`config.mk`:
```
export PLATFORM = sky130hd
export DESIGN_NAME = sdos_cell
export DESIGN_NICKNAME = d
export VERILOG_FILES = /design/src/rtl/core/set_dedup_with_optional_sort_defines.svh /design/src/rtl/core/sdos_pkg.sv /design/src/rtl/core/sdos_cell.sv
export SDC_FILE = /design/constraint.sdc
export NUM_CORES = 1
export LEC_CHECK = 0
export BUFFER_PORTS_ARGS = -buffer_cell sky130_fd_sc_hd__buf_4
export CAP_MARGIN = 5
export CORE_MARGIN = 4
export CORE_UTILIZATION = 43
export DETAILED_ROUTE_END_ITERATION = 6
export PLACE_DENSITY = 0.78
export RECOVER_POWER = 100
export SYNTH_ARGS = -nofsm -noshare
export SYNTH_HDL_FRONTEND = slang
export SYNTH_SLANG_ARGS = --single-unit
export TNS_END_PERCENT = 100
```
`constraint.sdc`:
```
create_clock -name clk -period 4.2 [get_ports clk]
set_clock_uncertainty 0.15 [all_clocks]
set_input_delay 0.21 -clock clk [delete_from_list [all_inputs] [get_ports clk]]
set_output_delay 0.21 -clock clk [all_outputs]
set_load 0.01 [all_outputs]
```
`src/rtl/core/set_dedup_with_optional_sort_defines.svh`:
```
// assertion macros shared by the duplicate-removal block
// expects clk and arst_n in the scope of each use
`ifndef SET_DEDUP_WITH_OPTIONAL_SORT_DEFINES_SVH
`define SET_DEDUP_WITH_OPTIONAL_SORT_DEFINES_SVH

// condition holds on every edge out of reset
`define SDOS_ASSERT_ALWAYS(lbl, expr, msg) \
	lbl: assert property (@(posedge clk) disable iff (!arst_n) (expr)) else $error(msg);

// consequent holds in the same cycle as the antecedent
`define SDOS_ASSERT_IMPLY(lbl, ante, cons, msg) \
	lbl: assert property (@(posedge clk) disable iff (!arst_n) (ante) |-> (cons)) else $error(msg);

// consequent holds in the cycle after the antecedent
`define SDOS_ASSERT_NEXT(lbl, ante, cons, msg) \
	lbl: assert property (@(posedge clk) disable iff (!arst_n) (ante) |=> (cons)) else $error(msg);

`endif

```
`src/rtl/core/sdos_pkg.sv`:
```
// shared types and constants of the duplicate-removal block
// no dependencies
package sdos_pkg;

	localparam int DEF_MAX_UNIQUE = 64;
	localparam int DEF_DATA_WIDTH = 32;
	localparam int APB_ADDR_W     = 3;
	localparam int APB_DATA_W     = 32;

	// register index, taken from paddr[2]
	typedef enum logic {
		REG_SORT_ENABLE     = 1'b0,
		REG_SORT_DESCENDING = 1'b1
	} reg_idx_t;

	typedef enum logic [1:0] {
		CELL_HOLD,
		CELL_INSERT,
		CELL_SORT,
		CELL_SHIFT
	} cell_op_t;

	typedef struct packed {
		cell_op_t op;
		logic     phase;
		logic     descending;
		logic     any_match;
	} cell_cmd_t;

	typedef enum logic [1:0] {
		ST_COLLECT,
		ST_SORT,
		ST_DRAIN
	} state_t;

endpackage

```
`src/rtl/core/sdos_cell.sv`:
```
// one storage cell of the unique-value chain: compare, fill, compare-swap, shift
// depends on sdos_pkg
module sdos_cell #(
	parameter int DATA_WIDTH = sdos_pkg::DEF_DATA_WIDTH,
	parameter bit IS_ODD     = 1'b0
) (
	input  logic                  clk,
	input  logic                  arst_n,
	input  sdos_pkg::cell_cmd_t   cmd,
	input  logic [DATA_WIDTH-1:0] data,
	input  logic [DATA_WIDTH-1:0] prev_value,
	input  logic                  prev_valid,
	input  logic                  prev_swap,
	input  logic [DATA_WIDTH-1:0] next_value,
	input  logic                  next_valid,
	output logic [DATA_WIDTH-1:0] value,
	output logic                  valid,
	output logic                  match,
	output logic                  swap_next
);

	logic [DATA_WIDTH-1:0] value_q;
	logic                  valid_q;
	logic                  is_left;
	logic                  goes_after;

	always_comb begin
		match      = valid_q && (value_q == data);
		is_left    = (cmd.phase == IS_ODD);
		goes_after = cmd.descending ? ($signed(value_q) < $signed(next_value))
		                            : ($signed(value_q) > $signed(next_value));
		swap_next  = (cmd.op == sdos_pkg::CELL_SORT) && is_left && valid_q && next_valid
		             && goes_after;
	end

	always_ff @(posedge clk or negedge arst_n) begin
		if (!arst_n) begin
			valid_q <= 1'b0;
		end else begin
			unique case (cmd.op)
				sdos_pkg::CELL_HOLD: begin
				end
				sdos_pkg::CELL_INSERT: begin
					// first empty cell takes a value nobody matched
					if (!cmd.any_match && prev_valid && !valid_q) valid_q <= 1'b1;
				end
				sdos_pkg::CELL_SORT: begin
				end
				sdos_pkg::CELL_SHIFT: begin
					valid_q <= next_valid;
				end
			endcase
		end
	end

	always_ff @(posedge clk) begin
		unique case (cmd.op)
			sdos_pkg::CELL_HOLD: begin
			end
			sdos_pkg::CELL_INSERT: begin
				if (!cmd.any_match && prev_valid && !valid_q) value_q <= data;
			end
			sdos_pkg::CELL_SORT: begin
				if (swap_next) value_q <= next_value;
				else if (!is_left && prev_swap) value_q <= prev_value;
			end
			sdos_pkg::CELL_SHIFT: begin
				value_q <= next_value;
			end
		endcase
	end

	assign value = value_q;
	assign valid = valid_q;

endmodule

```
# --- Word-level counts from Yosys, hierarchy flattened ---
# Index checks and enable logic that the tools add are counted.
totals:
  reg_bits: 33
  latchBits: 0
  ramBits: 0
  romBits: 0
  inputBits: 106
  out_inout_bits: 35
  elab_cells: 32
  mem_count: 0
op_classes:
  n_addsub: 0
  n_mul: 0
  div: 0
  order_cmp: 2
  eq_ne: 6
  shifts: 0
  mux: 7
  bitwise: 1
  n_reduce_logical: 14
op_table:
  columns: ["op", "count"]
  rows:
  - ["$mux W32", 3]
  - ["$pmux W32 S3", 1]
  - ["$eq A32 B32 Y1", 1]
  - ["$gt A32 B32 Y1", 1]
  - ["$lt A32 B32 Y1", 1]
  - ["$logic_and A1 B1 Y1", 8]
  - ["$eq A2 B2 Y1 const B", 2]
  - ["$ne A3 B2 Y1 const B", 1]
  - ["$reduce_and A3 Y1", 1]
  - ["$reduce_bool A3 Y1", 1]
  - ["$eq A2 B1 Y1 const B", 1]
  - ["$logic_not A1 Y1", 2]
  - ["$mux W1", 2]
  - ["$ne A2 B2 Y1 const B", 1]
  - ["$pmux W1 S2", 1]
  - ["$reduce_and A2 Y1", 1]
  - ["$reduce_bool A2 Y1", 1]
  - ["$not A1 Y1", 1]

# --- Logic depth before layout (Yosys ltp) ---
logic_depth:
  ltp_word: 7
  ltp_mapped: 11
  ltp_nobuf: 10

# --- Worst setup path after synthesis ---
# OpenSTA, ideal clock, no wires.
synth_path:
  kind: "flip-flop to flip-flop"
  start: "register value_q[13] (netlist: value[13])"
  end: "register value_q[0] (netlist: value[0]), enable pin"
  setup_ns: 0.432
  t_arrival_ns: 3.993
  t_required_ns: 3.618
  path_slack_ns: -0.375
  path_stages_with_launch: 11
  path_buffers: 1
  synth_period_minus_slack_ns: 4.575
  path_cell_list: "edfxtp_1 > ha_1 > a21o_1 > a21o_1 > a221o_1 > o31a_1 > a211o_1 > nand3_4 > buf_12 > a21oi_1 > a21oi_1"
synth_between:
  elab_chain_cells: 5
  word_cells_on_any_way: 6
  cone_classes: "order compare: 2; eq/ne: 1; mux: 1; reduce/logical: 2"
synth_lines:
  columns: ["item", "line", "rtl"]
  rows:
  - ["start: declaration", "sdos_cell.sv:22", "logic [DATA_WIDTH-1:0] value_q;"]
  - ["start signal: assignment", "sdos_cell.sv:61", "if (!cmd.any_match && prev_valid && !valid_q) value_q <= data;"]
  - ["start signal: assignment", "sdos_cell.sv:64", "if (swap_next) value_q <= next_value;"]
  - ["start signal: assignment", "sdos_cell.sv:65", "else if (!is_left && prev_swap) value_q <= prev_value;"]
  - ["$gt A32 B32 Y1 / $lt A32 B32 Y1 (equally long branches)", "sdos_cell.sv:31, sdos_cell.sv:30", null]
  - ["$mux W1 (*)", "sdos_cell.sv:30", "goes_after = cmd.descending ? ($signed(value_q) < $signed(next_value))"]
  - ["$logic_and A1 B1 Y1 (*)", "sdos_cell.sv:33", "&& goes_after;"]
  - ["$ne A3 B2 Y1 (no line) (*)", null, null]
  - ["$reduce_and A3 Y1 (no line) (*)", null, null]
# Every way passes the cells marked *; elsewhere a longest branch is shown, timed or not.
# A chain may end at the register's enable or synchronous reset.

# --- Worst setup path after layout ---
layout_path:
  start: "register value_q[31] (netlist: value[31])"
  end: "register value_q[4] (netlist: value[4]), enable pin"
# The elaborated chain is that of the path after synthesis.

==> impl_metrics.yaml <==
synthesis:
  ys_top_cells_by_count: "a21oi_1, inv_1, nor2_1"
  synth_enable_flop_cells: 32
  ys_warn_count: 0
  syn_area_sq_um: 2960
  synth_top_area_cell: "edfxtp_1"
  ys_ff_latch: 33
  synth_cell_types: 34
  synth_most_common_cell: "a21oi_1"
  postSynthCellCount: 316
  ys.flop_type: "edfxtp_1"
  avgSynthCellArea_sq_um: 9.37
  seq_area_frac_synth_pct: 33.3
  async_flop_share_pct: 3.03
  synth_area_leaders: "edfxtp_1, ha_1, mux2i_1"
  syn_nets: 454
  synth_top_area_share_pct: 32.5
power:
  power.density_nw_per_um2: 254
  pwr-share-seq_pct: 41.8
  swShare_pct: 31.2
  vdd_drop_max_mv: 0.139
  leakage_nw: 1.90
  clock_power_share_pct: 24.9
  power.switching_mw: 0.319
  p_int_mw: 0.703
  combPwrFrac_pct: 33.3
final_layout:
  finalNetCount: 595
  syn_to_final_growth_pct: 35.7
  num-fill-cells: 622
  multi_input_area_sq_um: 1760
  drive_above_1_share_pct: 25.5
  seqCellArea_sq_um: 986
  n_antenna_cell: 0
  finalNonFillerCells: 535
  final_util_pct: 61.5
setup_path:
  required_ns: 3.99
  critPathTopFamily: "simple AND/OR/NAND/NOR gates"
  worstPathArrival_ns: 3.44
  crit_path_start_kind: "register"
  path_cells: "ha_1 -> nand4_1 -> nor4_1 -> a31oi_1 -> and3_1 -> o22ai_1 -> nand3_4 -> a21oi_1 -> a21oi_4 -> clkbuf_1"
  cp_slowest_cell: "nor4_1"
  path_max_fanout: 11
  worst-r2r-setup-slack_ns: 0.55
  reg2regPathDepth: 10
  r2r_start: "value[31]"
  crit_buf_inv: 1
  crit_type: "register to register"
  end_kind: "register"
  reg2reg_to: "value[4]"
  slowest_delay_ns: 0.51
place:
  hpwl_microns: 7530
  dp.cells: 526
  routabilityCongestion: 0.778
  pre_cts_slack_ns: 0.791
  port_buffers: 140
timing:
  fmax_mhz: 274
  worstMarginPinSlew_ns: 0.700
  fin_hold_ws_ns: 0.0302
  rsz0062_at_grt: "false"
  setup_ws_ns: 0.550
  hold_violations: 0
  fin_crit_sh_pct: 86.9
  slew_headroom_pct: 53.3
  slew_viol_final: 0
  period_needed_ns: 3.65
  setup_violations: 0
  final.setup.tns_ns: 0
grt:
  grt_pass1_vias: 3017
  grt_max_degree: 70
  grt_pass1_wl_microns: 14200
  antenna_found_initial: 0
  overflow: 0
  grt_use_total_pct: 21.4
clock_network:
  htreeDepth: 2
  cts_sinks: 33
  clockBufferDepth: 2
  insertion_delay_ns: 0.29
  post_cts_buffers: 0
  cts.clk_slew.worst_paths_ns: 0.07
  clockRootBuffer: "clkbuf_8"
  cts_buffers: 5
  cts_tree: "built"
drt:
  first_pass_iters: 4
  detail-route-antenna-nets: 0
  drc: 0
  post_drt_wl_per_cell_microns: 16.8
  vias_per_cell: 5.27
  drt_wl_total_microns: 9010
  via_count: 2820
  drt-initial-drc-count: 119
worst_hold_path:
  worstHoldStart: "cmd[3]"
  hold_path.class: "primary input to register"
  hold_end: "valid"
  holdPathStages: 3
floorplanning:
  start_util_pct: 45.3
  io_pins: 141
  die_w_microns: 91.0
  core_sq_um: 6530
  die_y_microns: 91.0
  rows: 29
  fp.dieArea_sq_um: 8280
run:
  drv_cap: 0
run_status:
  outcome: "complete, no violations"
[logic make-up after synthesis]
group,Yosys count,share of synthesized area [%]
AO/OA/AOI/OAI,63,12.2
XOR/XNOR,32,9.47
adder cells (fa/ha/maj),32,13.5
buffers and inverters,46,7.48
flip-flops,33,33.3
multiplexers,32,10.8
AND/OR/NAND/NOR,78,13.2
[flip-flops by register name, indices dropped and copies added, names as in the netlist]
| signal | cells |
|---|---|
| value | 32 |
| valid | 1 |
[through the flow]
step	total power, mW	cell area, sq um
floorplan	0.618	2960
finish	1.02	4020
detailed placement	0.798	4060
CTS	1.05	4160
global placement	0.787	4060
global route	1.09	4020
[worst reg2reg max path, stage by stage (launching register included)]
cell and delay [ns]:
edfxtp_1 0.44, ha_1 0.42, nand4_1 0.16, nor4_1 0.51, a31oi_1 0.18, and3_1 0.21
o22ai_1 0.26, nand3_4 0.24, a21oi_1 0.29, a21oi_4 0.09, clkbuf_1 0.35
[power groups by stage]
stage / Clock [mW] / Sequential [mW] / Combinational (mW)
final: 0.255 / 0.427 / 0.340
after global routing: 0.276 / 0.431 / 0.380
after CTS: 0.261 / 0.428 / 0.366
after detailed placement: 0 / 0.435 / 0.363
after global placement: 0 / 0.433 / 0.354
after floorplan: 0 / 0.442 / 0.175
[final cells by class]
cell class                      count  share of cell area, %
Sequential cell                    33                   24.5
Tap cell                           77                   2.40
Timing Repair Buffer              145                   23.8
Clock buffer                        8                   2.24
Multi-Input combinational cell    237                   43.8
Inverter                           35                   3.27
[timing repair]
item	4_1_cts	5_1_grt
hold endpoints to repair	1	0
hold buffers	1	0
gates resized for setup	0	0
[per-layer routing]
layer | vias to the layer above | part of all wire, % | track usage (%)
met3 | 6 | 7.2 | 5.37
met1 | 1283 | 41 | 26.0
li1 | 1419 | - | -
met5 | - | 0 | 0
met2 | 112 | 51 | 38.6
met4 | 0 | 0.70 | 3.89
[how the worst max path moves through the flow]
| stage | startpoint | end | slack [ns] | cells after the start |
|---|---|---|---|---|
| floorplan | value[13] | value[0] | 0.33 | 10 |
| global placement | value[13] | value[12] | 0.90 | 10 |
| detailed placement | value[13] | value[16] | 0.79 | 10 |
| CTS | value[13] | value[8] | 0.78 | 10 |
| global route | value[31] | value[4] | 0.31 | 10 |
| finish | value[31] | value[4] | 0.55 | 10 |
[placed cells by master, fill, tap and decap left out, types with 2 or more instances in the layout]
| cell type | count |
|---|---|
| a21o_1 | 5 |
| a21oi_1 | 44 |
| and3_1 | 2 |
| buf_4 | 107 |
| clkbuf_1 | 38 |
| clkbuf_8 | 6 |
| edfxtp_1 | 32 |
| ha_1 | 32 |
| inv_1 | 35 |
| mux2i_1 | 32 |
| nand2_1 | 8 |
| nand3_1 | 6 |
| nand4_1 | 13 |
| nor2_1 | 35 |
| nor2b_1 | 3 |
| nor4_1 | 5 |
| o211ai_1 | 2 |
| o21ai_0 | 3 |
| o22ai_1 | 2 |
| xnor2_1 | 28 |
| xor2_1 | 4 |
No activity file was read; power rests on OpenSTA's default activity.
