**src/rtl/core/set_dedup_with_optional_sort_defines.svh**
```systemverilog
// assertion macros shared by the duplicate-removal block
// expects clk and arst_n in the scope of each use
`ifndef SET_DEDUP_WITH_OPTIONAL_SORT_DEFINES_SVH
`define SET_DEDUP_WITH_OPTIONAL_SORT_DEFINES_SVH

// condition holds on every edge out of reset
`define SDOS_ASSERT_ALWAYS(lbl, expr, msg) \
	lbl: assert property (@(posedge clk) disable iff (!arst_n) (expr)) else $error(msg);

// consequent holds in the same cycle as the antecedent
`define SDOS_ASSERT_IMPLY(lbl, ante, cons, msg) \
	lbl: assert property (@(posedge clk) disable iff (!arst_n) (ante) |-> (cons)) else $error(msg);

// consequent holds in the cycle after the antecedent
`define SDOS_ASSERT_NEXT(lbl, ante, cons, msg) \
	lbl: assert property (@(posedge clk) disable iff (!arst_n) (ante) |=> (cons)) else $error(msg);

`endif

```
**src/rtl/core/sdos_pkg.sv**
```systemverilog
// shared types and constants of the duplicate-removal block
// no dependencies
package sdos_pkg;

	localparam int DEF_MAX_UNIQUE = 64;
	localparam int DEF_DATA_WIDTH = 32;
	localparam int APB_ADDR_W     = 3;
	localparam int APB_DATA_W     = 32;

	// register index, taken from paddr[2]
	typedef enum logic {
		REG_SORT_ENABLE     = 1'b0,
		REG_SORT_DESCENDING = 1'b1
	} reg_idx_t;

	typedef enum logic [1:0] {
		CELL_HOLD,
		CELL_INSERT,
		CELL_SORT,
		CELL_SHIFT
	} cell_op_t;

	typedef struct packed {
		cell_op_t op;
		logic     phase;
		logic     descending;
		logic     any_match;
	} cell_cmd_t;

	typedef enum logic [1:0] {
		ST_COLLECT,
		ST_SORT,
		ST_DRAIN
	} state_t;

endpackage

```
**src/rtl/core/sdos_ctrl.sv**
```systemverilog
// sequencer of the duplicate-removal block: config registers, collect/sort/drain
// depends on sdos_pkg and the assertion macro header
`include "set_dedup_with_optional_sort_defines.svh"

module sdos_ctrl #(
	parameter int MAX_UNIQUE = sdos_pkg::DEF_MAX_UNIQUE,
	localparam int CNT_W     = $clog2(MAX_UNIQUE + 1)
) (
	input  logic                            clk,
	input  logic                            arst_n,
	input  logic                            psel,
	input  logic                            penable,
	input  logic                            pwrite,
	input  logic [sdos_pkg::APB_ADDR_W-1:0] paddr,
	input  logic [sdos_pkg::APB_DATA_W-1:0] pwdata,
	output logic [sdos_pkg::APB_DATA_W-1:0] prdata,
	input  logic                            in_valid,
	output logic                            in_ready,
	input  logic                            last_of_set,
	input  logic                            out_ready,
	output logic                            out_valid,
	input  logic                            any_match,
	input  logic                            full,
	output sdos_pkg::cell_cmd_t             cmd,
	output logic [CNT_W-1:0]                unique_count,
	output logic                            last_result,
	output logic                            overflow
);

	sdos_pkg::state_t   state_q, state_nxt;
	logic [CNT_W-1:0]   total_q, rnd_q, pop_q, total_add;
	logic               ovf_q, sort_en_q, sort_desc_q;
	logic               acc_in, add_new, drop_new, pop_last;
	sdos_pkg::reg_idx_t reg_idx;

	assign reg_idx = sdos_pkg::reg_idx_t'(paddr[2]);

	always_comb begin
		in_ready  = (state_q == sdos_pkg::ST_COLLECT);
		acc_in    = in_valid && in_ready;
		add_new   = acc_in && !any_match && !full;
		drop_new  = acc_in && !any_match && full;
		total_add = total_q + CNT_W'(add_new);
		pop_last  = (pop_q == total_q - CNT_W'(1));

		state_nxt      = state_q;
		out_valid      = 1'b0;
		cmd.op         = sdos_pkg::CELL_HOLD;
		cmd.phase      = rnd_q[0];
		cmd.descending = sort_desc_q;
		cmd.any_match  = any_match;

		unique case (state_q)
			sdos_pkg::ST_COLLECT: begin
				if (acc_in) begin
					cmd.op = sdos_pkg::CELL_INSERT;
					if (last_of_set) begin
						if (sort_en_q && (total_add > CNT_W'(1))) state_nxt = sdos_pkg::ST_SORT;
						else state_nxt = sdos_pkg::ST_DRAIN;
					end
				end
			end
			sdos_pkg::ST_SORT: begin
				// odd-even transposition, one round per stored value
				cmd.op = sdos_pkg::CELL_SORT;
				if (rnd_q == total_q - CNT_W'(1)) state_nxt = sdos_pkg::ST_DRAIN;
			end
			sdos_pkg::ST_DRAIN: begin
				out_valid = 1'b1;
				if (out_ready) begin
					cmd.op = sdos_pkg::CELL_SHIFT;
					if (pop_last) state_nxt = sdos_pkg::ST_COLLECT;
				end
			end
			default: begin
				state_nxt = sdos_pkg::ST_COLLECT;
			end
		endcase
	end

	always_ff @(posedge clk or negedge arst_n) begin
		if (!arst_n) begin
			state_q     <= sdos_pkg::ST_COLLECT;
			total_q     <= '0;
			rnd_q       <= '0;
			pop_q       <= '0;
			ovf_q       <= 1'b0;
			sort_en_q   <= 1'b0;
			sort_desc_q <= 1'b0;
		end else begin
			state_q <= state_nxt;

			if (state_q == sdos_pkg::ST_SORT) rnd_q <= rnd_q + CNT_W'(1);
			else rnd_q <= '0;

			if (state_q == sdos_pkg::ST_DRAIN) begin
				if (out_ready) begin
					if (pop_last) begin
						pop_q   <= '0;
						total_q <= '0;
						ovf_q   <= 1'b0;
					end else begin
						pop_q <= pop_q + CNT_W'(1);
					end
				end
			end else begin
				pop_q <= '0;
				if (acc_in) total_q <= total_add;
				if (drop_new) ovf_q <= 1'b1;
			end

			if (psel && penable && pwrite) begin
				unique case (reg_idx)
					sdos_pkg::REG_SORT_ENABLE:     sort_en_q   <= pwdata[0];
					sdos_pkg::REG_SORT_DESCENDING: sort_desc_q <= pwdata[0];
				endcase
			end
		end
	end

	always_comb begin
		prdata = '0;
		unique case (reg_idx)
			sdos_pkg::REG_SORT_ENABLE:     prdata[0] = sort_en_q;
			sdos_pkg::REG_SORT_DESCENDING: prdata[0] = sort_desc_q;
		endcase
	end

	assign unique_count = total_q;
	assign last_result  = pop_last;
	assign overflow     = ovf_q;

	`SDOS_ASSERT_ALWAYS(a_total_in_range, total_q <= CNT_W'(MAX_UNIQUE), "unique total beyond capacity")
	`SDOS_ASSERT_IMPLY(a_ovf_only_full, ovf_q, total_q == CNT_W'(MAX_UNIQUE), "overflow while store not full")
	`SDOS_ASSERT_NEXT(a_run_end_clears, out_valid && out_ready && last_result, in_ready && (total_q == '0) && !ovf_q, "run end did not clear state")
	`SDOS_ASSERT_NEXT(a_last_closes_input, acc_in && last_of_set, !in_ready, "input still open after last item")

endmodule

```
**config.mk**
```make
export PLATFORM = sky130hd
export DESIGN_NAME = sdos_ctrl
export DESIGN_NICKNAME = d
export VERILOG_FILES = /design/src/rtl/core/sdos_pkg.sv /design/src/rtl/core/sdos_ctrl.sv
export VERILOG_INCLUDE_DIRS = /design/src /design/src/rtl/core
export SDC_FILE = /design/constraint.sdc
export NUM_CORES = 1
export LEC_CHECK = 0
export BUFFER_PORTS_ARGS = -buffer_cell sky130_fd_sc_hd__buf_2
export CAP_MARGIN = 10
export CELL_PAD_IN_SITES_DETAIL_PLACEMENT = 0
export CELL_PAD_IN_SITES_GLOBAL_PLACEMENT = 1
export CORE_UTILIZATION = 30
export DETAILED_ROUTE_END_ITERATION = 10
export GPL_ROUTABILITY_DRIVEN = 0
export MAX_ROUTING_LAYER = met4
export PLACE_DENSITY_LB_ADDON = 0.1
export SLEW_MARGIN = 10
export SYNTH_ARGS = -nofsm -noshare
export SYNTH_HDL_FRONTEND = slang
export SYNTH_SLANG_ARGS = --single-unit
```
**constraint.sdc**
```tcl
create_clock -name clk -period 2.4 [get_ports clk]
set_clock_uncertainty 0.1 [all_clocks]
set_input_delay 0.48 -clock clk [delete_from_list [all_inputs] [get_ports clk]]
set_output_delay 0.48 -clock clk [all_outputs]
set_load 0.01 [all_outputs]
```
; ---- After elaboration in Yosys (flattened, before gate mapping)
; Cells that the tools add are included.
[word_totals]
memories = 0
output_inout_bits = 48
rom_bits = 0
elab_cells = 63
ramBits = 0
regBits = 26
latch_bits = 0
[op_classes]
mux = 24
eq_ne = 9
reduce_logical = 17
div_mod_pow = 0
bitwise_logic = 1
addsub = 4
shift = 0
n_mul = 0
magnitude_cmp = 1
[ops]
columns = cell, count
row1 = $mux 7, 8
row2 = $add 7x1->7 const B, 2
row3 = $eq 7x7->1, 2
row4 = $mux 2, 7
row5 = $pmux 2 s3, 2
row6 = $add 7x1->7, 1
row7 = $gt 7x1->1 const B, 1
row8 = $logic_and 1x1->1, 7
row9 = $sub 7x1->7 const B, 1
row10 = $mux 1, 6
row11 = $ne 2x2->1 const B, 3
row12 = $reduce_and 3->1, 2
row13 = $reduce_and 5->1, 1
row14 = $ne 2x1->1 const B, 2
row15 = $reduce_and 2->1, 2
row16 = $reduce_bool 2->1, 2
row17 = $eq 2x1->1 const B, 1
row18 = $eq 2x2->1 const B, 1
row19 = $logic_not 1->1, 2
row20 = $logic_not 2->1, 1
row21 = $pmux 1 s2, 1
row22 = $not 1->1, 1

; ---- Longest topological paths before layout
; Gate-level depths: netlist (run 1).
[depth]
word_depth = 11
mapped_depth = 10
ltp_nobuf = 10

; ---- Worst setup path before layout (run 1)
; OpenSTA, ideal clock, no wires.
[synth_timing]
kind = register -> register
startpoint = reg state_q[0]
endpoint = reg state_q[1]
arrival_time_ps = 2548
setup_slack_ps = -358
path_stages_with_launch = 11
required_time_ps = 2190
setup_ps = 110
synth_period_minus_slack_ps = 2758
cell_sequence = dfrtp_1 -> nor2_1 -> nand2_1 -> nor3_1 -> ha_1 -> ha_1 -> and4_1 -> nand3_1 -> o31a_1 -> o311a_1 -> o41ai_1
[synth_between]
elab_chain_len = 11
elab_cells_between_ends = 19
[synth_rtl]
columns = item, line_no
row1 = "start, declared", sdos_ctrl.sv:30  ; sdos_pkg::state_t state_q, state_nxt;
row2 = "start signal, assigned", sdos_ctrl.sv:83  ; state_q <= sdos_pkg::ST_COLLECT;
row3 = "start signal, assigned", sdos_ctrl.sv:91  ; state_q <= state_nxt;
row4 = $logic_not 2->1 (*), sdos_ctrl.sv:39  ; in_ready = (state_q == sdos_pkg::ST_COLLECT);
row5 = net in_ready, sdos_ctrl.sv:18  ; output logic in_ready,
row6 = $logic_and 1x1->1, sdos_ctrl.sv:40  ; acc_in = in_valid && in_ready;
row7 = $logic_and 1x1->1 (2 in a row), sdos_ctrl.sv:41  ; add_new = acc_in && !any_match && !full;
row8 = $add 7x1->7, sdos_ctrl.sv:43  ; total_add = total_q + CNT_W'(add_new);
row9 = $gt 7x1->1, sdos_ctrl.sv:58  ; if (sort_en_q && (total_add > CNT_W'(1))) state_nxt = sdos_pkg::ST_SORT;
row10 = $logic_and 1x1->1, sdos_ctrl.sv:58
row11 = $mux 2, sdos_ctrl.sv:58
row12 = $mux 2, sdos_ctrl.sv:57  ; if (last_of_set) begin
row13 = $mux 2, sdos_ctrl.sv:55  ; if (acc_in) begin
row14 = $pmux 2 s3, sdos_ctrl.sv:53  ; unique case (state_q)
; Mark *: on every way through the listed nets, which the timed path passes. The rest lies on a longest branch. The select of a mux whose other input is x is not followed.
; A chain may end at the register's enable or synchronous reset.

; ---- Worst setup path after layout (run 1)
[layout_timing]
startpoint = reg total_q[0] (netlist: unique_count[0])
endpoint = out last_result
[layout_between]
elab_chain_len = 2
[layout_rtl]
columns = item, line_no
row1 = "start, declared", sdos_ctrl.sv:31  ; logic [CNT_W-1:0] total_q, rnd_q, pop_q, total_add;
row2 = "start signal, assigned", sdos_ctrl.sv:108  ; if (acc_in) total_q <= total_add;
row3 = $sub 7x1->7, sdos_ctrl.sv:44  ; pop_last = (pop_q == total_q - CNT_W'(1));
row4 = $eq 7x7->1, sdos_ctrl.sv:44
row5 = "end, declared", sdos_ctrl.sv:26  ; output logic last_result,
; Every way passes these cells.

==> key figures, run 1 <==
Setup path
  • Crit start category: flop
  • Worst R2R Setup Slack: -290 ps
  • Data required, critical path: approximately 1800 ps
  • Critical Path Sink Type: output pin
  • Worst EP arrival: 2150 ps
  • WS Path Type: reg -> out
  • R2r endpoint: state_q[1]
  • FF-to-FF path depth: 8
  • CP max FO: 4
  • Origin of the critical flop-to-flop path: unique_count[0]

Global routing
  • Vias in the first global route: 1635
  • Largest net degree at the start of global routing: 27
  • GRT Overall Usage: 15.9%
  • Congestion Overflow GR: 0
  • Initial antenna violation count: 0
  • Global-route wire length before repair: roughly 8500 um

Worst hold path
  • Worst min-delay path class: in -> async

Outcome
  • Failing checks: design-rule violations, negative setup slack
  • Status: complete, but fails checks

Timing
  • Final setup vio count: 16
  • Final period util: 114%
  • Measured slew at the worst slew-check pin: 677 ps
  • Hold Vio Cnt, Final: 0
  • Fin crit period: 2730 ps
  • Slew margin rel.: 54.9%
  • Setup ws final: -329 ps
  • Fmax: 366 MHz
  • RSZ-0062 raised after global routing: true
  • Fin. max-slew vios: 0

Detailed routing
  • WL met3: 169 um
  • Routed via count: 1742
  • DR WL/cell: 14.1 um
  • 1st-iter DRT viols: 44
  • DRC: 11
  • Drt total wl: 5090 um
  • Routed length on met1: 2480 um
  • Max layer used: met4
  • Vias per cell: ~4.8
  • Pre-antenna DRT Iters: 7
  • Antenna violation net count after detailed routing: 0
  • Met2 wire length: 2380 um

Job
  • Max_cap viols: 0

Power
  • Leakage: 1.19 nW
  • Net Sw Frac: 43.0%
  • Combinational share of power: 65.7%
  • Cell Int Power: 1.50 mW
  • Reg power frac: 22.9%
  • Pwr dens: 1030 mW/mm^2
  • Worst vdd ir: 450 uV
  • Net Switching: 1.13 mW
  • Clk pwr share: 11.4%

Clock tree
  • CTS tree: built
  • CTS Root Cell: clkbuf_8
  • Max H-tree Level: 1
  • Clock Path Buffers: 2
  • Sink Count: 26
  • Worst-path clk slew: 100 ps
  • CTS buffer count: 3
  • Clock Latency Late Sink: 280 ps

Synth
  • Seq cells post-synth: 26
  • Area contributors post-synth: dfrtp_1 (32%), buf_4 (13%), xnor2_1 (6.1%)
  • Top-area cell type share of the netlist area: 32.2%
  • Synth unique cells: 52
  • Ys flop type: dfrtp_1
  • Post-synthesis sequential area ratio: 32.2%
  • Syn Inst Count: ~230
  • Warnings from Yosys: 0
  • Post-synth ARST share: between 90% and 100%
  • Number of flops mapped to enable cells by yosys: 0
  • Synth Cell Area: 0.00202 sq mm
  • Area leader, netlist: dfrtp_1
  • Mean Syn Cell Area: 8.65 sq um

Floorplan
  • Ports: between 90 and 100
  • Die ar.: 0.00708 sq mm
  • Core Region: 0.00642 sq mm
  • Die Wd: 84.1 um
  • Core Rows: 29
  • Chip Height: 84.1 um
  • Initial Utilization: 31.5%

Cells and area
  • Post-route cell area: 0.00254 sq mm
  • Final #Nets: 336
  • Antenna diode count: 0
  • Area occupied by multi-input gates: around 0.0013 sq mm
  • Register Area: 654 sq um
  • Share of cells above drive strength 1: roughly a third
  • Area added between synthesis and finish: 25.4%
  • Fill count: a little under 700

Place
  • Post-place setup slack: -61.1 ps
  • DP Wirelength: 3840 um
  • Post-DP Area: between 0.002 and 0.0025 sq mm
  • Port Buffers: 28
## through the flow
step,hold slack [ps],total power [mW],utilization (%),std cells,TNS (ps)
after floorplan,84.4,1.62,-,264,-10.3
after global placement,410,2.18,37.3,355,-124
after detailed placement,412,2.18,37.3,355,-120
after CTS,141,2.59,38.7,361,-2210
after global routing,159,2.85,39.5,362,-4110
final,126,2.62,39.5,362,-3120
## how the worst max path moves through the flow
stage | from | endpoint | slack (ps) | depth (start not counted)
after global placement | unique_count[0] | last_result | -70 | 5
final | unique_count[0] | last_result | -330 | 5
after global routing | unique_count[3] | last_result | -400 | 5
after CTS | unique_count[0] | last_result | -370 | 5
after detailed placement | unique_count[0] | last_result | -60 | 5
after floorplan | unique_count[3] | last_result | -10 | 4
## flip-flops by register name (all words and copies together) (netlist names)
| signal | count |
|---|---|
| pop_q | 7 |
| overflow | 1 |
| rnd_q | 7 |
| sort_desc_q | 1 |
| sort_en_q | 1 |
| state_q | 2 |
| unique_count | 7 |
## worst max-delay path, cell delays in order (launching register included)
cell and delay (ps):
dfrtp_2 440, or4_4 530, or3_4 340, a211o_4 350
nor2_4 100, buf_6 110
## synth_stat cells, types with 4 or more instances
cell and n:
a21oi_1 15, a31oi_1 5, and3_1 4, buf_4 34, clkbuf_1 10, dfrtp_1 26, ha_1 5, inv_1 7
nand2_1 12, nand3_1 7, nor2_1 26, o21ai_0 6, xnor2_1 14, xor2_1 11
## per-layer routing
metal  vias up  track usage [%]
met3         5             2.08
met5         -                -
met2        52             25.4
met4         0             4.23
li1        858                -
met1       827             21.1
## power groups by stage
stage          clock network [mW]  registers [mW]  logic [mW]
2_1_floorplan                   0           0.649       0.967
3_3_place_gp                    0           0.611        1.57
3_5_place_dp                    0           0.613        1.57
4_1_cts                     0.321           0.603        1.66
5_1_grt                     0.335           0.617        1.90
6_report                    0.299           0.600        1.72
## repair_timing
action / 4_1_cts / 5_1_grt
gates resized for setup: 6 / 10
buffers inserted: 2 / 1
hold buffers: 0 / 0
pin swaps: 6 / 6
endpoints found under the hold margin: 0 / 0
setup endpoints to repair: 8 / 17
## kinds of logic after synthesis
group / Yosys count / synth area share [%]
AOI/OAI and AO/OA: 53 / 19.0
xor gates and xnor gates: 25 / 10.8
adders and majority gates: 6 / 3.59
buffers and inverters: 51 / 15.8
DFF: 26 / 32.2
muxes: 4 / 2.16
other: 1 / 0.185
and+or+nand+nor: 68 / 16.3
## final cells by class
cell class                 count  area share (%)
tap                           77            3.80
inverter                       7            1.04
sequential                    26            25.8
timing repair buffer          61            15.8
multi-input combinational    187            51.4
clock buffer                   4            2.17
## cell usage in the layout, fill, tap and decap left out, drive strengths merged, types with 3 or more instances in the layout
cell | synthesis | routed
nor3 | 3 | 3
conb | 1 | 31
dfrtp | 26 | 26
buf | 34 | 61
nand2 | 12 | 12
clkbuf | 10 | 4
a31oi | 5 | 5
nor2 | 26 | 26
and3 | 4 | 4
xnor2 | 14 | 14
a21oi | 15 | 15
inv | 7 | 7
xor2 | 11 | 11
o21ai | 7 | 7
nand2b | 3 | 3
mux2 | 3 | 3
ha | 5 | 5
nand3 | 7 | 7
No activity file was read; power rests on OpenSTA's default activity.
==> run 2, diff against run 1 <==
--- a/config.mk
+++ b/config.mk
@@ -15,6 +15,7 @@
 export GPL_ROUTABILITY_DRIVEN = 0
 export MAX_ROUTING_LAYER = met4
 export PLACE_DENSITY_LB_ADDON = 0.1
+export SETUP_SLACK_MARGIN = 0.5
 export SLEW_MARGIN = 10
 export SYNTH_ARGS = -nofsm -noshare
 export SYNTH_HDL_FRONTEND = slang
==> run 2 against run 1 <==
Net effect:
- the flow still finishes with violations (design-rule violations, negative setup slack)
- global-route usage fell by 0.77 points
- core utilization rose by 0.64 points
- sequential cell count did not move
- critical path depth did not move
- combinational power rose by 3%
- critical path type unchanged
==> key figures, run 2 (synthesis gave the netlist of run 1 again) <==
Timing
  • Fmax: 366 MHz (-0.17%)
  • Final setup vio count: 6 (-10)
  • Fin. max-slew vios: 0 (unchanged)
  • Measured slew at the worst slew-check pin: 665 ps (-11.9 ps)
  • Slew margin rel.: 55.7% (+0.80 points)
  • RSZ-0062 raised after global routing: true
  • Final period util: 114% (+0.19 points)
  • Fin crit period: 2730 ps (+4.59 ps)
  • Setup ws final: -334 ps (-4.59 ps)
  • Hold Vio Cnt, Final: 0 (unchanged)

Detailed routing
  • 1st-iter DRT viols: 50 (+14%)
  • DRC: 10 (-1)
  • DR WL/cell: 13.7 um (-2.3%)
  • Routed via count: 1713 (-1.7%)
  • Antenna violation net count after detailed routing: 0 (unchanged)
  • Pre-antenna DRT Iters: 7 (unchanged)
  • Drt total wl: 4990 um (-2.0%)
  • Vias per cell: 4.72 (-1.9%)

Power
  • Combinational share of power: 66.2% (+0.5 points)
  • Clk pwr share: 11.4% (about the same)
  • Worst vdd ir: 369 uV (-18%)
  • Reg power frac: 22.4% (-0.5 points)
  • Cell Int Power: 1.53 mW (+2.2%)
  • Net Sw Frac: 42.7% (-0.25 points)
  • Leakage: 1.20 nW (+1.5%)
  • Pwr dens: 1040 mW/mm^2 (+0.17%)
  • Net Switching: 1.14 mW (+1.2%)

Cells and area
  • Post-route cell area: 0.00258 sq mm (+1.6%)
  • Area added between synthesis and finish: 27.4%
  • Antenna diode count: 0 (unchanged)
  • Commonest non-fill, non-tap cells in the layout: conb_1 (31), buf_4 (30), buf_2 (25), nor2_1 (24), dfrtp_1 (23)
  • Commonest non-fill, non-tap cell in the layout: conb_1
  • Fill count: 662 (-2.1%)
  • Fin cells: 363 (+0.28%)
  • Final #Nets: 337 (+0.30%)
  • Share of cells above drive strength 1: 34.6% (+0.23 points)

Floorplan
  • Core Region: 0.00642 sq mm (unchanged)
  • Initial Utilization: 31.5% (unchanged)
  • Chip Height: 84.1 um (unchanged)
  • Die Wd: 84.1 um (unchanged)
  • Die ar.: 0.00708 sq mm (unchanged)
  • Ports: 93 (unchanged)
  • Core Rows: 29 (unchanged)

Setup path
  • CP max FO: 2 (-2)
  • Worst EP arrival: 2150 ps (about the same)
  • WS Path Type: reg -> out
  • Worst setup startpoint: unique_count[3]
  • Data required, critical path: 1820 ps (about the same)
  • Critical Path Sink Type: output pin
  • Origin of the critical flop-to-flop path: unique_count[3]
  • Crit start category: flop

Place
  • DP Wirelength: 3760 um (-2.1%)
  • Placed cell count: 353 (-0.56%)
  • Port Buffers: 28 (unchanged)
  • Post-DP Area: 0.00238 sq mm (-0.63%)

Clock tree
  • Worst-path clk slew: 110 ps (about the same)
  • CTS tree: built
  • Max H-tree Level: 1 (unchanged)
  • CTS Root Cell: clkbuf_8
  • Sink Count: 26 (unchanged)
  • Clock Path Buffers: 2 (unchanged)
  • CTS buffer count: 3 (unchanged)
  • Clock Latency Late Sink: 280 ps (about the same)

Job
  • Max_cap viols: 0 (unchanged)

Outcome
  • Status: complete, but fails checks
  • Failing checks: design-rule violations, negative setup slack

Global routing
  • Vias in the first global route: 1585 (-3.1%)
  • Congestion Overflow GR: 0 (unchanged)
  • Global-route wire length before repair: 8140 um (-4.3%)
  • Largest net degree at the start of global routing: 27 (unchanged)
  • Initial antenna violation count: 0 (unchanged)
  • GRT Overall Usage: 15.1% (-0.77 points)

Worst hold path
  • Worst min-delay path class: in -> async
-- run 2: layout make-up --
class | instances | area, sq um | share of cell area, %
multi-input combinational | 187 | 1310 | 51.0
clock buffer | 4 | 55.1 | 2.14
tap | 77 | 96.3 | 3.74
sequential | 26 | 654 | 25.4
timing repair buffer | 62 | 429 | 16.7
inverter | 7 | 28.8 | 1.12
-- run 2: repair_timing --
action                                  4_1_cts  5_1_grt
pin swaps                                     8        3
setup buffers                                 1        5
resized for setup                            15        8
endpoints found under the setup margin       21       21
hold buffers                                  0        0
-- run 2: through the flow --
step / hold WS (ps) / setup TNS [ps] / power, mW / util (%) / setup WS, ps
floorplan: 84.4 / -10.0 / 1.62 / - / -10.0
global placement: 408 / -127 / 2.15 / 37.1 / -62.1
detailed placement: 411 / -113 / 2.14 / 37.1 / -66.1
CTS: 132 / -534 / 2.56 / 38.9 / -344
global route: 145 / -1110 / 2.89 / 40.1 / -382
finish: 115 / -457 / 2.67 / 40.1 / -334
-- run 2: power groups by stage --
stage / Combinational [mW] / Sequential (mW) / Clock [mW]
floorplan: 0.968 / 0.649 / 0
global placement: 1.54 / 0.607 / 0
detailed placement: 1.53 / 0.606 / 0
finish: 1.77 / 0.597 / 0.305
CTS: 1.65 / 0.597 / 0.319
global route: 1.94 / 0.612 / 0.338
-- run 2: metal layers --
layer	vias to the layer above	track usage (%)	routed length (um)
met1	804	20.9	2490
li1	867	-	-
met3	4	1.88	140
met4	0	3.76	42
met2	38	23.4	2310
met5	-	-	0
-- run 2: worst max-delay path: stages (launching register included) --
cell     delay, ps
dfrtp_2        410
or4_4          550
or3_4          340
a211o_4        350
nor2_4         110
buf_6          110
-- run 2: path summary, 6_finish.rpt --
path	cells past startpoint	end	slack, ps
worst max-delay path	5	last_result	-330
worst min-delay path	1	sort_en_q	120
worst max register to register	6	state_q[1]	-50
worst min register to register	1	rnd_q[0]	430
max in group asynchronous	1	unique_count[1]	1610
min in group clk	2	sort_en_q	340
